## src/hw/rtl/vlqp_pkg.sv

```systemverilog
// Shared types and constants for the voxel level quantiser and packer.
// No dependencies; every other file imports this package.
package vlqp_pkg;

  localparam int unsigned CHAN_W     = 8;
  localparam int unsigned BYTE_W     = 8;
  localparam int unsigned SLOT_W     = 3;
  localparam int unsigned TOTAL_W    = 24;
  localparam int unsigned CFG_IDX_W  = 3;
  localparam int unsigned CFG_DATA_W = 8;
  localparam int unsigned CCOUNT_W   = 3;
  localparam int unsigned IN_CHANS   = 4;

  // Configuration register indexes
  typedef enum logic [CFG_IDX_W-1:0] {
    REG_THR_ZERO   = 3'd0,
    REG_THR_ONE    = 3'd1,
    REG_THR_TWO    = 3'd2,
    REG_THR_THREE  = 3'd3,
    REG_FOUR_LEVEL = 3'd4,
    REG_CHAN_COUNT = 3'd5
  } reg_idx_t;

  typedef logic [1:0] level_t;

  // Live configuration seen by the lanes, the merge and the packer
  typedef struct packed {
    logic [CHAN_W-1:0]   thr_one;
    logic [CHAN_W-1:0]   thr_two;
    logic [CHAN_W-1:0]   thr_three;
    logic                four_level;
    logic [CCOUNT_W-1:0] chan_count;
  } cfg_t;

  // Threshold hits found by one lane
  typedef struct packed {
    logic ge_one;
    logic ge_two;
    logic ge_three;
  } meet_t;

  // Voxel after quantisation, waiting for the packer
  typedef struct packed {
    level_t level;
    logic   last;
    logic   first;
  } qvox_t;

endpackage

```

## src/hw/rtl/vlqp_if.sv

```systemverilog
// Valid/ready channel interfaces for voxels in and packed bytes out.
// Depends on vlqp_pkg for field widths.
interface vlqp_in_if import vlqp_pkg::*; ();
  logic              valid;
  logic              ready;
  logic [CHAN_W-1:0] chan_a;
  logic [CHAN_W-1:0] chan_b;
  logic [CHAN_W-1:0] chan_c;
  logic [CHAN_W-1:0] chan_d;
  logic              last_of_block;
  logic              first_of_volume;

  modport source (output valid, chan_a, chan_b, chan_c, chan_d, last_of_block,
                  first_of_volume, input ready);
  modport sink   (input valid, chan_a, chan_b, chan_c, chan_d, last_of_block,
                  first_of_volume, output ready);
endinterface

interface vlqp_out_if import vlqp_pkg::*; ();
  logic               valid;
  logic               ready;
  logic [BYTE_W-1:0]  packed_byte;
  logic               block_end;
  logic               block_kept;
  logic [TOTAL_W-1:0] nonzero_total;

  modport source (output valid, packed_byte, block_end, block_kept, nonzero_total,
                  input ready);
  modport sink   (input valid, packed_byte, block_end, block_kept, nonzero_total,
                  output ready);
endinterface

```

## src/hw/rtl/vlqp_lane.sv

```systemverilog
// One channel lane: compares its intensity against the level thresholds.
// Depends on vlqp_pkg.
module vlqp_lane import vlqp_pkg::*; (
  input  logic [CHAN_W-1:0] chan,
  input  logic              enable,
  input  cfg_t              cfg,
  output meet_t             meet
);

  // Drop the lane from the maximum when the channel is not in use
  always_comb begin
    meet.ge_one   = enable && (chan >= cfg.thr_one);
    meet.ge_two   = enable && (chan >= cfg.thr_two);
    meet.ge_three = enable && (chan >= cfg.thr_three);
  end

endmodule

```

## src/hw/rtl/vlqp_merge.sv

```systemverilog
// Merge of the lane results into the voxel level.
// Depends on vlqp_pkg; fed by the vlqp_lane instances.
module vlqp_merge import vlqp_pkg::*; #(
  parameter int unsigned LANES = 4
) (
  input  meet_t [LANES-1:0] meets,
  input  cfg_t              cfg,
  output level_t            level
);

  logic any_one;
  logic any_two;
  logic any_three;

  // The maximum starts at zero, so a zero threshold is always met
  always_comb begin
    any_one   = (cfg.thr_one == '0);
    any_two   = (cfg.thr_two == '0);
    any_three = (cfg.thr_three == '0);
    for (int i = 0; i < LANES; i++) begin
      any_one   = any_one | meets[i].ge_one;
      any_two   = any_two | meets[i].ge_two;
      any_three = any_three | meets[i].ge_three;
    end
  end

  // Highest level whose threshold is met; upper levels in four-level mode only
  always_comb begin
    if (cfg.four_level && any_three) begin
      level = 2'd3;
    end else if (cfg.four_level && any_two) begin
      level = 2'd2;
    end else if (any_one) begin
      level = 2'd1;
    end else begin
      level = 2'd0;
    end
  end

endmodule

```

## src/hw/rtl/vlqp_pack.sv

```systemverilog
// Bit packer, block flag, nonzero counter and output register.
// Depends on vlqp_pkg and the vlqp_out_if interface.
module vlqp_pack import vlqp_pkg::*; #(
  parameter int unsigned COUNT_WIDTH = 24
) (
  input  logic              clk,
  input  logic              rst_n,
  input  logic              vox_valid,
  input  qvox_t             vox,
  input  logic              four_level,
  output logic              vox_take,
  vlqp_out_if.source        out_ch
);

  localparam logic [COUNT_WIDTH-1:0] CNT_MAX = '1;

  logic [BYTE_W-1:0]      accum_r,   accum_nxt;
  logic [SLOT_W-1:0]      pos_r,     pos_nxt;
  logic                   any_r,     any_nxt;
  logic [COUNT_WIDTH-1:0] cnt_r,     cnt_nxt;
  logic                   out_valid_r, out_valid_nxt;
  logic [BYTE_W-1:0]      out_byte_r;
  logic                   out_end_r;
  logic                   out_kept_r;
  logic [TOTAL_W-1:0]     out_total_r;

  logic                   nz;
  logic [COUNT_WIDTH-1:0] cnt_base;
  logic [COUNT_WIDTH-1:0] cnt_new;
  logic [BYTE_W+1:0]      code_shift;
  logic [BYTE_W-1:0]      accum_new;
  logic [SLOT_W:0]        next_pos;
  logic                   any_new;
  logic                   emit;
  logic [TOTAL_W-1:0]     total_new;

  // Take a voxel whenever the output register is free or being drained
  assign vox_take = vox_valid && (!out_valid_r || out_ch.ready);

  // Place the code and advance the slot
  always_comb begin
    nz         = (vox.level != 2'd0);
    cnt_base   = vox.first ? '0 : cnt_r;
    cnt_new    = (nz && (cnt_base != CNT_MAX)) ? cnt_base + 1'b1 : cnt_base;
    code_shift = {{BYTE_W{1'b0}}, vox.level} << pos_r;
    accum_new  = accum_r | code_shift[BYTE_W-1:0];
    next_pos   = {1'b0, pos_r} + (four_level ? 4'd2 : 4'd1);
    any_new    = any_r | nz;
    emit       = vox.last || next_pos[SLOT_W];
  end

  // Show the count on the output, truncated or zero-extended to TOTAL_W bits
  generate
    if (COUNT_WIDTH >= TOTAL_W) begin : g_total_trunc
      assign total_new = cnt_new[TOTAL_W-1:0];
    end else begin : g_total_ext
      assign total_new = {{(TOTAL_W-COUNT_WIDTH){1'b0}}, cnt_new};
    end
  endgenerate

  // Next packing state; clear the byte after each emit and the flag at block end
  always_comb begin
    accum_nxt     = accum_r;
    pos_nxt       = pos_r;
    any_nxt       = any_r;
    cnt_nxt       = cnt_r;
    out_valid_nxt = out_valid_r && !out_ch.ready;
    if (vox_take) begin
      cnt_nxt = cnt_new;
      if (emit) begin
        accum_nxt     = '0;
        pos_nxt       = '0;
        any_nxt       = vox.last ? 1'b0 : any_new;
        out_valid_nxt = 1'b1;
      end else begin
        accum_nxt = accum_new;
        pos_nxt   = next_pos[SLOT_W-1:0];
        any_nxt   = any_new;
      end
    end
  end

  always_ff @(posedge clk) begin
    if (!rst_n) begin
      accum_r     <= '0;
      pos_r       <= '0;
      any_r       <= 1'b0;
      cnt_r       <= '0;
      out_valid_r <= 1'b0;
    end else begin
      accum_r     <= accum_nxt;
      pos_r       <= pos_nxt;
      any_r       <= any_nxt;
      cnt_r       <= cnt_nxt;
      out_valid_r <= out_valid_nxt;
    end
  end

  // Load the result payload on an emitting transfer
  always_ff @(posedge clk) begin
    if (vox_take && emit) begin
      out_byte_r  <= accum_new;
      out_end_r   <= vox.last;
      out_kept_r  <= vox.last && any_new;
      out_total_r <= total_new;
    end
  end

  assign out_ch.valid         = out_valid_r;
  assign out_ch.packed_byte   = out_byte_r;
  assign out_ch.block_end     = out_end_r;
  assign out_ch.block_kept    = out_kept_r;
  assign out_ch.nonzero_total = out_total_r;

  // Block end leaves the packer empty
  a_block_end_clears: assert property (@(posedge clk) disable iff (!rst_n)
    (vox_take && vox.last) |=> (pos_r == '0 && accum_r == '0 && !any_r))
    else $error("packer state not cleared after block end");

  // Count only moves backwards on a volume restart
  a_count_monotonic: assert property (@(posedge clk) disable iff (!rst_n)
    (vox_take && !vox.first) |=> (cnt_r >= $past(cnt_r)))
    else $error("nonzero count decreased without volume restart");

  // Kept flag only accompanies a block end
  a_kept_with_end: assert property (@(posedge clk) disable iff (!rst_n)
    (out_valid_r && out_kept_r) |-> out_end_r)
    else $error("block_kept without block_end");

  // Never overwrite a pending result
  a_no_overwrite: assert property (@(posedge clk) disable iff (!rst_n)
    (out_valid_r && !out_ch.ready) |=> (out_valid_r && $stable(out_byte_r)))
    else $error("pending result lost or overwritten");

endmodule

```

## src/hw/rtl/voxel_level_quantize_pack.sv

```systemverilog
// Voxel level quantiser and packer: one voxel in per cycle, packed bytes out.
// A closing voxel passes the quantised voxel stage; the packer then registers its byte.
// Throughput: one voxel per cycle while out_ch.ready stays high; one byte
// per eight voxels (two-level) or four voxels (four-level), or at each block end.
// Reset (synchronous, rst_n low) clears the packer, counter, flag and pipeline valids,
// and returns the configuration to thresholds 0, two-level mode, one channel.
module voxel_level_quantize_pack import vlqp_pkg::*; #(
  parameter int unsigned CHANNELS    = 4,
  parameter int unsigned COUNT_WIDTH = 24
) (
  input  logic                  clk,
  input  logic                  rst_n,
  vlqp_in_if.sink               in_ch,
  vlqp_out_if.source            out_ch,
  input  logic                  cfg_we,
  input  logic [CFG_IDX_W-1:0]  cfg_index,
  input  logic [CFG_DATA_W-1:0] cfg_wdata
);

  localparam int unsigned LANES = (CHANNELS < IN_CHANS) ? CHANNELS : IN_CHANS;

  cfg_t                    cfg_r, cfg_nxt;
  logic [IN_CHANS-1:0][CHAN_W-1:0] chans;
  meet_t [LANES-1:0]       meets;
  level_t                  level;
  logic                    s1_valid_r, s1_valid_nxt;
  qvox_t                   s1_vox_r;
  logic                    s1_take;

  // Configuration writes; level zero threshold has no effect and is not kept
  always_comb begin
    cfg_nxt = cfg_r;
    if (cfg_we) begin
      case (cfg_index)
        REG_THR_ZERO:   cfg_nxt = cfg_r;
        REG_THR_ONE:    cfg_nxt.thr_one    = cfg_wdata;
        REG_THR_TWO:    cfg_nxt.thr_two    = cfg_wdata;
        REG_THR_THREE:  cfg_nxt.thr_three  = cfg_wdata;
        REG_FOUR_LEVEL: cfg_nxt.four_level = cfg_wdata[0];
        REG_CHAN_COUNT: cfg_nxt.chan_count = cfg_wdata[CCOUNT_W-1:0];
        default:        cfg_nxt = cfg_r;
      endcase
    end
  end

  always_ff @(posedge clk) begin
    if (!rst_n) begin
      cfg_r.thr_one    <= '0;
      cfg_r.thr_two    <= '0;
      cfg_r.thr_three  <= '0;
      cfg_r.four_level <= 1'b0;
      cfg_r.chan_count <= CCOUNT_W'(1);
    end else begin
      cfg_r <= cfg_nxt;
    end
  end

  assign chans[0] = in_ch.chan_a;
  assign chans[1] = in_ch.chan_b;
  assign chans[2] = in_ch.chan_c;
  assign chans[3] = in_ch.chan_d;

  // One compare lane per channel, up to four; lanes beyond chan_count are disabled
  generate
    for (genvar i = 0; i < LANES; i++) begin : g_lane
      vlqp_lane u_lane (
        .chan   (chans[i]),
        .enable (cfg_r.chan_count > CCOUNT_W'(i)),
        .cfg    (cfg_r),
        .meet   (meets[i])
      );
    end
  endgenerate

  vlqp_merge #(
    .LANES (LANES)
  ) u_merge (
    .meets (meets),
    .cfg   (cfg_r),
    .level (level)
  );

  // Quantised voxel stage; refill while the packer drains it, hold off during reset
  assign in_ch.ready  = rst_n && (!s1_valid_r || s1_take);
  assign s1_valid_nxt = (in_ch.valid && in_ch.ready) || (s1_valid_r && !s1_take);

  always_ff @(posedge clk) begin
    if (!rst_n) begin
      s1_valid_r <= 1'b0;
    end else begin
      s1_valid_r <= s1_valid_nxt;
    end
  end

  always_ff @(posedge clk) begin
    if (in_ch.valid && in_ch.ready) begin
      s1_vox_r.level <= level;
      s1_vox_r.last  <= in_ch.last_of_block;
      s1_vox_r.first <= in_ch.first_of_volume;
    end
  end

  vlqp_pack #(
    .COUNT_WIDTH (COUNT_WIDTH)
  ) u_pack (
    .clk        (clk),
    .rst_n      (rst_n),
    .vox_valid  (s1_valid_r),
    .vox        (s1_vox_r),
    .four_level (cfg_r.four_level),
    .vox_take   (s1_take),
    .out_ch     (out_ch)
  );

endmodule
```

## src/flat_wrapper.sv

```systemverilog
// flat-port wrapper written by rule: the top's interface ports become plain ports
module voxel_level_quantize_pack_flat import vlqp_pkg::*;
#(
  parameter int unsigned CHANNELS    = 4,
  parameter int unsigned COUNT_WIDTH = 24
)
  (clk, rst_n, cfg_we, cfg_index, cfg_wdata, in_ch_valid, in_ch_chan_a, in_ch_chan_b, in_ch_chan_c, in_ch_chan_d, in_ch_last_of_block, in_ch_first_of_volume, in_ch_ready, out_ch_valid, out_ch_packed_byte, out_ch_block_end, out_ch_block_kept, out_ch_nonzero_total, out_ch_ready);
  vlqp_in_if in_ch_i ();
  vlqp_out_if out_ch_i ();
  input  logic clk;
  input  logic rst_n;
  input  logic cfg_we;
  input  logic [CFG_IDX_W-1:0] cfg_index;
  input  logic [CFG_DATA_W-1:0] cfg_wdata;
  input wire logic [$bits(in_ch_i.valid)-1:0] in_ch_valid;
  input wire logic [$bits(in_ch_i.chan_a)-1:0] in_ch_chan_a;
  input wire logic [$bits(in_ch_i.chan_b)-1:0] in_ch_chan_b;
  input wire logic [$bits(in_ch_i.chan_c)-1:0] in_ch_chan_c;
  input wire logic [$bits(in_ch_i.chan_d)-1:0] in_ch_chan_d;
  input wire logic [$bits(in_ch_i.last_of_block)-1:0] in_ch_last_of_block;
  input wire logic [$bits(in_ch_i.first_of_volume)-1:0] in_ch_first_of_volume;
  output wire logic [$bits(in_ch_i.ready)-1:0] in_ch_ready;
  output wire logic [$bits(out_ch_i.valid)-1:0] out_ch_valid;
  output wire logic [$bits(out_ch_i.packed_byte)-1:0] out_ch_packed_byte;
  output wire logic [$bits(out_ch_i.block_end)-1:0] out_ch_block_end;
  output wire logic [$bits(out_ch_i.block_kept)-1:0] out_ch_block_kept;
  output wire logic [$bits(out_ch_i.nonzero_total)-1:0] out_ch_nonzero_total;
  input wire logic [$bits(out_ch_i.ready)-1:0] out_ch_ready;
  assign in_ch_i.valid = in_ch_valid;
  assign in_ch_i.chan_a = in_ch_chan_a;
  assign in_ch_i.chan_b = in_ch_chan_b;
  assign in_ch_i.chan_c = in_ch_chan_c;
  assign in_ch_i.chan_d = in_ch_chan_d;
  assign in_ch_i.last_of_block = in_ch_last_of_block;
  assign in_ch_i.first_of_volume = in_ch_first_of_volume;
  assign in_ch_ready = in_ch_i.ready;
  assign out_ch_valid = out_ch_i.valid;
  assign out_ch_packed_byte = out_ch_i.packed_byte;
  assign out_ch_block_end = out_ch_i.block_end;
  assign out_ch_block_kept = out_ch_i.block_kept;
  assign out_ch_nonzero_total = out_ch_i.nonzero_total;
  assign out_ch_i.ready = out_ch_ready;
  voxel_level_quantize_pack #(.CHANNELS(CHANNELS), .COUNT_WIDTH(COUNT_WIDTH)) u_core (.clk(clk), .rst_n(rst_n), .in_ch(in_ch_i), .out_ch(out_ch_i), .cfg_we(cfg_we), .cfg_index(cfg_index), .cfg_wdata(cfg_wdata));
endmodule
```

## config.mk

```make
export PLATFORM = sky130hd
export DESIGN_NAME = voxel_level_quantize_pack_flat
export DESIGN_NICKNAME = d
export VERILOG_FILES = /design/src/hw/rtl/vlqp_pkg.sv /design/src/hw/rtl/vlqp_if.sv /design/src/hw/rtl/vlqp_lane.sv /design/src/hw/rtl/vlqp_merge.sv /design/src/hw/rtl/vlqp_pack.sv /design/src/hw/rtl/voxel_level_quantize_pack.sv /design/src/flat_wrapper.sv
export SDC_FILE = /design/constraint.sdc
export NUM_CORES = 1
export LEC_CHECK = 0
export BUFFER_PORTS_ARGS = -buffer_cell sky130_fd_sc_hd__buf_2
export CORE_MARGIN = 2
export CORE_UTILIZATION = 30
export CTS_CLUSTER_SIZE = 12
export DETAILED_ROUTE_END_ITERATION = 8
export HOLD_SLACK_MARGIN = 0.08
export SLEW_MARGIN = 20
export SYNTH_ARGS = -nofsm -noshare
export SYNTH_HDL_FRONTEND = slang
export SYNTH_SLANG_ARGS = --single-unit
```

## constraint.sdc

```tcl
create_clock -name clk -period 8.95 [get_ports clk]
set_input_delay 1.79 -clock clk [delete_from_list [all_inputs] [get_ports clk]]
set_output_delay 1.79 -clock clk [all_outputs]
set_load 0.01 [all_outputs]
```

==> results.ini <==
[run_status]
status=complete, no violations

[critical_path]
reg2regPathDepth=10
cp-start-kind=input port
timing.rr.start=u_core.s1_vox_r[0]$_DFFE_PP_
critPathCapture=in_ch_ready
r2r_slack_ns=5.63
reg2reg_to=u_core.u_pack.out_ch.nonzero_total[9]$_DFFE_PP_
worst_setup_path_type=in -> out
cp_data_arrival_time_ns=3.01
cp_data_required_time_ns=7.16
startpoint=rst_n
timing.critical_path.fanout_max=54
worstSetupEndpointType=output port

[sta]
setup_repair_after_global_routing_missed_its_margin=false
final-hold-violation-count=0
max_slew_margin=0.3219
timing.clock.skew_ns=0.01108
maxSlewViolCount=0
hold_ws_ns=0.4557
fmax_mhz=208.3
post-route-period-util=0.5365
setup-violations-final=0
timing.final.crit_period_ns=4.802
finalSetupTns_ns=0
post_route_setup_slack_ns=4.148
timing_worst_slew_pin_value_ns=1.015

[floorplan]
initial_core_util=0.3084
core_region_area_mm2=0.02196
fp.dieH_um=154.3
rows=54
i_o_pin_cnt=86
die_w_um=154.3
floorplan.die_area_mm2=0.02379

[placed_design]
post-place-ws_ns=4.133
placed_cells=1097
port_buffers=85
hpwlAfterDp_mm=13.09
place.gp.congestion=0.8776

[clock_network]
reg_clk_slew_reported_paths_ns=0.06
cts.repair_timing.setup_buffer_count=0
holdBufCountCts=0
cts_tree=yes
cts_resized=0
cts.sinks=104
clockRootBuffer=clkbuf_16
clkLatencyLatePin_ns=0.35
clockBufferDepth=2
h_tree_depth=3
tritoncts.num_buffers=9

[finish]
fraction_of_layout_cells_with_a_size_suffix_above_1=0.1489
antenna_fix_cells=0
final_cell_count_no_fill=1113
area_growth_syn_to_layout_pct=15.35
fin_nets=978

[global_routing]
grt_max_degree=55
remaining_global_route_overflow=0
antenna_found_initial=0
number_of_global_route_vias_before_repair=5146
grt_first_pass_wirelength_mm=27.62
gr-usage-all-layers=0.1463

[yosys]
synth.most_common_cell=ha_1
synthDominantCellAreaShare=0.1951
synth.ff_latch_count=104
synth.top_cells.by_area=dfxtp_1 20%, ha_1 18%, edfxtp_1 17%
seq_area_frac_synth=0.3636
yosysTopAreaCell=dfxtp_1
syn-cell-area_mm2=0.006773
average_size_of_a_mapped_cell_um2=9.006
synthFlopType=dfxtp_1
synth_fp_nets=902
synth.yosys.warnings=0
netlist-cell-type-count=63
synth_cells=752
async_reset_ff_frac=0
synth-edff-count=38
synth_common_cells=99 x ha_1, 91 x nor2_1, 66 x dfxtp_1, 65 x a21oi_1, 64 x nand2_1

[drt]
post_drt_wl_per_cell_um=15.52
route.vias.total=5585
detail_route.drc_violations=0
drtAntennaViolNets=0
drt_first_iter_violations=428
vias_per_cell=5.018
route.final.wire_length_mm=17.28
detailedRoute.firstPassIterationCount=4

[hold_path]
hp-start=u_core.u_pack.accum_r[2]$_SDFFE_PN0P_
worst_hold_path_type=reg -> reg

[flow_run]
max_cap_violations=0

[power_and_ir_drop]
cell_pwr_density_mw_per_mm2=132.7
leakagePower_nw=3.158
vdd_ir_drop_max_mv=0.08729
fin_total_pwr_mw=1.037

==> placed cells by master (no fill, tap or decap), types with 4 or more instances in the layout <==
cell type | synthesis | routed
ha_1 | 99 | 99
nor2_1 | 91 | 90
buf_2 | 1 | 85
dfxtp_1 | 66 | 66
a21oi_1 | 65 | 65
nand2_1 | 64 | 64
edfxtp_1 | 38 | 38
o21ai_0 | 35 | 35
inv_1 | 33 | 33
a21o_1 | 25 | 25
nand3_1 | 20 | 20
xnor2_1 | 18 | 18
mux2i_1 | 14 | 14
nor4_1 | 14 | 14
nor2b_1 | 12 | 12
a31oi_1 | 12 | 12
nand4_1 | 11 | 11
nand2b_1 | 10 | 10
clkbuf_16 | 0 | 10
a22oi_1 | 9 | 9
or3_1 | 7 | 7
and3_1 | 7 | 7
nor3_1 | 7 | 7
a211oi_1 | 6 | 6
xor2_1 | 5 | 5
or2_2 | 4 | 4
o211a_1 | 4 | 4
buf_4 | 0 | 4
==> worst min-delay path by stage <==
stage / to / slack (ns) / cells past startpoint
after detailed placement: u_core.u_pack.accum_r[2]$_SDFFE_PN0P_ / 0.45 / 2
after global routing: u_core.u_pack.accum_r[5]$_SDFFE_PN0P_ / 0.48 / 2
after global placement: u_core.u_pack.accum_r[2]$_SDFFE_PN0P_ / 0.44 / 2
after CTS: u_core.u_pack.accum_r[2]$_SDFFE_PN0P_ / 0.47 / 2
final: u_core.u_pack.accum_r[2]$_SDFFE_PN0P_ / 0.46 / 2
after floorplan: u_core.u_pack.accum_r[0]$_SDFFE_PN0P_ / 0.43 / 2
==> critical path, cell delays in order <==
cell and delay [ns]:
buf_2 0.17, inv_2 0.73, a21oi_1 0.12, buf_2 0.20
==> flip-flops by register name, indices dropped and copies added (netlist names) <==
signal / count
u_core.u_pack.cnt_r: 24
u_core.s1_vox_r: 4
u_core.u_pack.pos_r: 3
u_core.cfg_r: 28
u_core.u_pack.out_ch.block_end: 1
u_core.u_pack.out_ch.packed_byte: 8
u_core.u_pack.out_ch.block_kept: 1
u_core.u_pack.accum_r: 8
u_core.u_pack.out_ch.nonzero_total: 24
u_core.u_pack.any_r: 1
u_core.u_pack.out_ch.valid: 1
u_core.s1_valid_r: 1
==> cells by family after synthesis <==
kind of cell,Yosys count,share of synthesized area
flops,104,0.3636
xor+xnor,23,0.02974
compound gates,184,0.1700
fa+ha+maj,100,0.1858
simple gates,266,0.1929
mux,16,0.02402
buf+inv,59,0.03399
==> through the flow <==
step                        util  instance area [µm²]
after floorplan                -                 6773
after global placement    0.3413                 7493
after detailed placement  0.3413                 7493
after CTS                 0.3554                 7804
after global routing      0.3558                 7812
final                     0.3558                 7812
==> layout make-up <==
cell class,count,area [µm²]
repair buffers,89,455.4
clock buffers,13,291.5
flip-flops and latches,104,2462
inverters,35,131.4
well taps,280,350.3
fillers,2201,14150
multi-input cells,589,4103
clock inverters,3,18.77
==> where the power goes <==
part           leakage, nW  internal [mW]  switching, mW  total, mW
registers            0.918          0.497        0.00634      0.503
clock network        0.155          0.229          0.172      0.401
logic                 2.09         0.0530         0.0797      0.133
==> metal layers <==
metal / track usage / part of all wire / vias to the layer above
met5: 0 / 0 / -
met4: 0.04365 / 0.018 / 0
met3: 0.02858 / 0.044 / 17
met2: 0.2296 / 0.45 / 108
met1: 0.2044 / 0.49 / 2570
li1: - / - / 2890
(Power assumes the default switching activity.)
